**config.mk**
```make
export PLATFORM = sky130hd
export DESIGN_NAME = ssa_cell
export DESIGN_NICKNAME = d
export VERILOG_FILES = /design/src/hw/rtl/ssa_pkg.sv /design/src/hw/rtl/ssa_cell.sv
export SDC_FILE = /design/constraint.sdc
export NUM_CORES = 1
export LEC_CHECK = 0
export BUFFER_PORTS_ARGS = -buffer_cell sky130_fd_sc_hd__buf_2
export CAP_MARGIN = 20
export CORE_UTILIZATION = 46
export DETAILED_ROUTE_END_ITERATION = 8
export PLACE_DENSITY_LB_ADDON = 0.1
export SLEW_MARGIN = 20
export SYNTH_ARGS = -nofsm -noshare
export SYNTH_HDL_FRONTEND = slang
export SYNTH_SLANG_ARGS = --single-unit
```
**constraint.sdc**
```tcl
create_clock -name clk -period 3.1 [get_ports clk]
set_input_delay 0.31 -clock clk [delete_from_list [all_inputs] [get_ports clk]]
set_output_delay 0.31 -clock clk [all_outputs]
set_load 0.05 [all_outputs]
```
**src/hw/rtl/ssa_pkg.sv**
```systemverilog
`timescale 1ns / 1ps
`default_nettype none
// ----------------------------------------------------------------------------
// ssa_pkg
// Shared types and codes of the swap slot allocator: opcodes, status
// codes, the broadcast request and the token that walks the cell row.
// ----------------------------------------------------------------------------
package ssa_pkg;

    localparam int OPCODE_W = 2;
    localparam int TID_W    = 16;
    localparam int PAGE_W   = 20;
    localparam int TAG_W    = TID_W + PAGE_W;
    localparam int STATUS_W = 2;
    localparam int SLOTNO_W = 10;
    localparam int SECTOR_W = 13;
    localparam int LIMIT_W  = 11;

    localparam logic [LIMIT_W-1:0] LIMIT_RESET = 11'd1024;

    // Request opcodes (code three behaves as a query)
    localparam logic [OPCODE_W-1:0] OP_ALLOCATE = 2'd0;
    localparam logic [OPCODE_W-1:0] OP_RELEASE  = 2'd1;
    localparam logic [OPCODE_W-1:0] OP_QUERY    = 2'd2;

    // Response status codes
    localparam logic [STATUS_W-1:0] ST_OK        = 2'd0;
    localparam logic [STATUS_W-1:0] ST_FULL      = 2'd1;
    localparam logic [STATUS_W-1:0] ST_NOT_FOUND = 2'd2;

    // Request held for the whole scan and seen by every cell
    typedef struct packed {
        logic [OPCODE_W-1:0] op;
        logic [TAG_W-1:0]    tag;
    } scan_req_t;

    // Search state handed from cell to cell
    typedef struct packed {
        logic valid;  // token sits in this stage
        logic found;  // a used slot with the same tag has been passed
        logic taken;  // a slot has been chosen (claimed, released or matched)
    } scan_tok_t;

endpackage

`default_nettype wire

```
**src/hw/rtl/ssa_cell.sv**
```systemverilog
`timescale 1ns / 1ps
`default_nettype none
// ----------------------------------------------------------------------------
// ssa_cell
// One swap slot: holds its used flag and tag, inspects the passing
// token, claims or frees itself when chosen and hands the token on.
// ----------------------------------------------------------------------------
module ssa_cell #(
    parameter int IDX_W = 10,
    parameter int IDX   = 0
) (
    input  wire                              clk,
    input  wire                              rst_n,
    input  wire  ssa_pkg::scan_req_t         req,
    input  wire  [ssa_pkg::LIMIT_W-1:0]      limit,
    input  wire  ssa_pkg::scan_tok_t         tok_in,
    input  wire  [IDX_W-1:0]                 slot_in,
    output ssa_pkg::scan_tok_t               tok_out,
    output logic [IDX_W-1:0]                 slot_out
);

    localparam int CMP_W = ((IDX_W > ssa_pkg::LIMIT_W) ? IDX_W : ssa_pkg::LIMIT_W) + 1;
    localparam logic [IDX_W-1:0] MY_SLOT = IDX_W'(IDX);
    localparam logic [CMP_W-1:0] MY_POS  = CMP_W'(IDX);

    logic                          used_reg, used_next;
    logic [ssa_pkg::TAG_W-1:0]     tag_reg, tag_next;
    ssa_pkg::scan_tok_t            tok_reg, tok_next;
    logic [IDX_W-1:0]              slot_reg, slot_next;

    logic                          tag_hit;
    logic                          usable;

    // Compare this slot against the request
    assign tag_hit = used_reg && (tag_reg == req.tag);
    assign usable  = (CMP_W'(limit) > MY_POS);

    // Decide what this slot does as the token passes
    always_comb
    begin
        used_next = used_reg;
        tag_next  = tag_reg;
        tok_next  = tok_in;
        slot_next = slot_in;
        if (tok_in.valid)
        begin
            if (req.op == ssa_pkg::OP_ALLOCATE)
            begin
                if (tag_hit)
                begin
                    tok_next.found = 1'b1;
                end
                if (!tok_in.taken && !used_reg && usable)
                begin
                    used_next      = 1'b1;
                    tag_next       = req.tag;
                    tok_next.taken = 1'b1;
                    slot_next      = MY_SLOT;
                end
            end
            else if (!tok_in.taken && tag_hit)
            begin
                tok_next.found = 1'b1;
                tok_next.taken = 1'b1;
                slot_next      = MY_SLOT;
                if (req.op == ssa_pkg::OP_RELEASE)
                begin
                    used_next = 1'b0;
                end
            end
        end
    end

    // Hold slot state and advance the token
    always_ff @(posedge clk or negedge rst_n)
    begin
        if (!rst_n)
        begin
            used_reg <= 1'b0;
            tok_reg  <= '0;
        end
        else
        begin
            used_reg <= used_next;
            tok_reg  <= tok_next;
        end
    end

    always_ff @(posedge clk)
    begin
        tag_reg  <= tag_next;
        slot_reg <= slot_next;
    end

    assign tok_out  = tok_reg;
    assign slot_out = slot_reg;

endmodule

`default_nettype wire

```
==> metrics.log <==
[metrics] status: finished, final reports clean
[metrics] largest net degree at the start of global routing: 21
[metrics] Max clock buf depth: 2
[metrics] die height: between 60 and 70 µm
[metrics] top cells by area, synth: sky130_fd_sc_hd__edfxtp_1 55%, sky130_fd_sc_hd__xor2_1 11%, sky130_fd_sc_hd__dfxtp_1 10%
[metrics] slew at the pin closest to its max-slew limit: just over 0.5 ns
[metrics] fin crit share: 0.637
[metrics] main flop type after synthesis: sky130_fd_sc_hd__edfxtp_1
[metrics] number of library cell types mapped by synthesis: 22
[metrics] TritonCTS Sinks: 50
[metrics] Final Max Tran Viols: 0
[metrics] VDD IR-drop max: approximately 260 µV
[metrics] total via count in the routed design: around 1300
[metrics] number of global-route vias before repair: around 1300
[metrics] Mapped Area: about 2000 µm²
[metrics] via-per-instance ratio: about 5
[metrics] sum of routed wire length over all layers: between 3 and 4 mm
[metrics] Starting Density: 0.487
[metrics] global-route usage over all layers: 0.184
[metrics] drt first pass iters: 4
[metrics] half-perimeter wire length after detailed placement: between 2 and 3 mm
[metrics] FF+latch count, synth: 50
[metrics] maximum clock frequency: a little over 0.5 GHz
[metrics] overall die area: ~4600 µm²
[metrics] maximum clock skew at final layout: 0.0102 ns
[metrics] die span in x: slightly below 70 µm
[metrics] maximum level of the CTS H-tree: 2
[metrics] cell with the most instances after synthesis: sky130_fd_sc_hd__edfxtp_1
[metrics] site row count: 23
[metrics] slew margin rel.: 0.652
[metrics] Remaining DRCs: 0
[metrics] count of buffers from port buffering: 76
[metrics] crit path time final: ~2 ns
[metrics] count of flip-flops with a built-in enable after synthesis: 36
[metrics] RSZ-0062 raised after global routing: false
[metrics] count of boundary I/O pins: a little under 80
[metrics] arrival time at the worst endpoint: 2.15 ns
[metrics] Post-Place Setup Slack: 1.07 ns
[metrics] layout cells sized above 1: 0.393
[metrics] number of instances in the synthesized netlist: between 100 and 150
[metrics] worst setup slack after layout: ~1.1 ns
[metrics] floorplan core area: 4060 µm²
[metrics] clock-pin slew of the registers on the worst-case setup and hold paths: 0.09 ns
[metrics] Worst Reg2Reg Path Length in Cells: 5
[metrics] remaining antenna violation count: 0
[metrics] initial DRC count: 35
[metrics] min-delay worst type: input pin to flop
[metrics] wire length of the first global-routing pass: between 5 and 6 mm
[metrics] Final Wtd Congestion: 0.731
[metrics] most area-hungry cell type in the Yosys netlist: sky130_fd_sc_hd__edfxtp_1
[metrics] Fill cells: approximately 340
[metrics] number of flip-flops under the largest register name: 36
[metrics] cell depth of the worst hold path: 1
[metrics] count of max-cap constraint violations: 0
[metrics] insertion delay to the later sink of the worst-skew pair: roughly 0.3 ns
[metrics] clock buffer count from CTS: 5
[metrics] GR Overflow Total: 0
[metrics] Final setup viols: 0
[metrics] Cell Count Post-Placement: 265
[metrics] number of antenna violations at the first check in global routing: 0
[metrics] synthesized area per cell: 14.3 µm²
[metrics] total nets after synthesis: between 200 and 250
[metrics] post_cts resized: 0
[metrics] diodes inserted: 0
[metrics] kind of critical path: flop to flop
[metrics] fraction of registers with async set/reset: 0.0800
[metrics] TritonCTS clock tree: built
[metrics] Final Hold Viols: 0
[metrics] CP required: roughly 3.3 ns
[metrics] static leakage: ~1.1 nW
[metrics] Routed wire per std cell: 13.6 µm
[metrics] total negative slack for setup checks: 0 ns
[metrics] Root Buffer: sky130_fd_sc_hd__clkbuf_8
[metrics] fin cells: around 270
[metrics] critical-path maximum fanout: 10
[metrics] Critical Path End Type: flop
[metrics] top cells by instance count after synthesis: 36 x sky130_fd_sc_hd__edfxtp_1, 24 x sky130_fd_sc_hd__xor2_1, 12 x sky130_fd_sc_hd__nand2_1, 12 x sky130_fd_sc_hd__xnor2_1, 11 x sky130_fd_sc_hd__nor2_1
[metrics] PwrDens: 498 nW/µm²
[metrics] top cell type's share of synthesized area: 0.547
[metrics] synth-to-layout area growth: 27.7%
[metrics] startpoint types: flop
[metrics] net count of the finished layout: 287
[metrics] YS warnings: 0
[metrics] Seq/Total Area, Yosys: 0.699
-- placed cells by master, fill, tap and decap left out, drive strengths merged --
cell type,n
buf,78
edfxtp,36
xor2,24
nand2,12
xnor2,12
nor2,11
dfxtp,10
nor4,9
clkbuf,6
dfrtp,4
nor3,3
nand4,3
inv,3
nand3,2
clkinv,2
a31oi,1
nand4b,1
or2,1
or4,1
a211o,1
a21o,1
a21oi,1
a2bb2oi,1
dlygate4sd3,1
-- through the flow --
stage | cell area (µm²) | util | power [W] | hold slack, ns
2_1_floorplan | 1980 | - | 0.000840 | 0.0144
3_3_place_gp | 2430 | 0.599 | 0.000905 | 0.118
3_5_place_dp | 2430 | 0.599 | 0.000912 | 0.124
4_1_cts | 2520 | 0.622 | 0.00127 | 0.167
5_1_grt | 2520 | 0.622 | 0.00131 | 0.167
6_report | 2520 | 0.622 | 0.00126 | 0.169
-- repair_timing --
action / 4_1_cts / 5_1_grt
setup buffers: 0 / 0
endpoints found under the hold margin: 4 / 0
hold buffers: 1 / 0
-- layer usage --
metal / up-vias / GRT usage / part of all wire
li1: 657 / - / -
met1: 623 / 0.217 / 0.39
met2: 56 / 0.303 / 0.51
met3: 7 / 0.0608 / 0.075
met4: 0 / 0.0798 / 0.017
met5: - / 0 / 0
-- logic make-up (layout without fill, tap and decap cells) --
group / Yosys count / after routing / share of synthesized area
xor gates and xnor gates: 36 / 36 / 0.160
and+or+nand+nor: 43 / 43 / 0.115
buffers and inverters: 4 / 90 / 0.00760
AOI/OAI and AO/OA: 5 / 5 / 0.0184
DFF: 50 / 50 / 0.699
-- power breakdown --
group	switching (W)	leakage, nW	internal (W)
clock	0.000203	0.0450	0.000157
combinational	0.0000889	0.576	0.0000620
sequential	0.00000746	0.455	0.000737
total	0.000300	1.08	0.000956
-- worst max-delay path: stages (launching register included) --
cell and delay (ns):
sky130_fd_sc_hd__edfxtp_1 0.41, sky130_fd_sc_hd__xnor2_1 0.15, sky130_fd_sc_hd__nand4_1 0.13, sky130_fd_sc_hd__or4_4 0.56, sky130_fd_sc_hd__nor4_4 0.48, sky130_fd_sc_hd__nor2_1 0.11
-- final timing paths --
kind,from,end,slack (ns)
min reg2reg,used_reg,used_reg,0.60
min in group asynchronous,rst_n,tok_out[0],0.32
max reg2reg,tag_reg[19],slot_out[0],1.13
max in group asynchronous,rst_n,tok_out[1],2.64
min,tok_in[2],tok_out[2],0.17
max,tag_reg[19],slot_out[0],1.13
-- cell type report --
type / count / area [µm²] / share of cell area
clock buffer: 6 / 72.6 / 0.0288
clock inverter: 2 / 10.0 / 0.00397
inverter: 3 / 11.3 / 0.00446
multi-input combinational: 84 / 579 / 0.230
sequential: 50 / 1380 / 0.548
tap: 50 / 62.6 / 0.0248
timing repair buffer: 79 / 405 / 0.161
(Power assumes the default switching activity.)
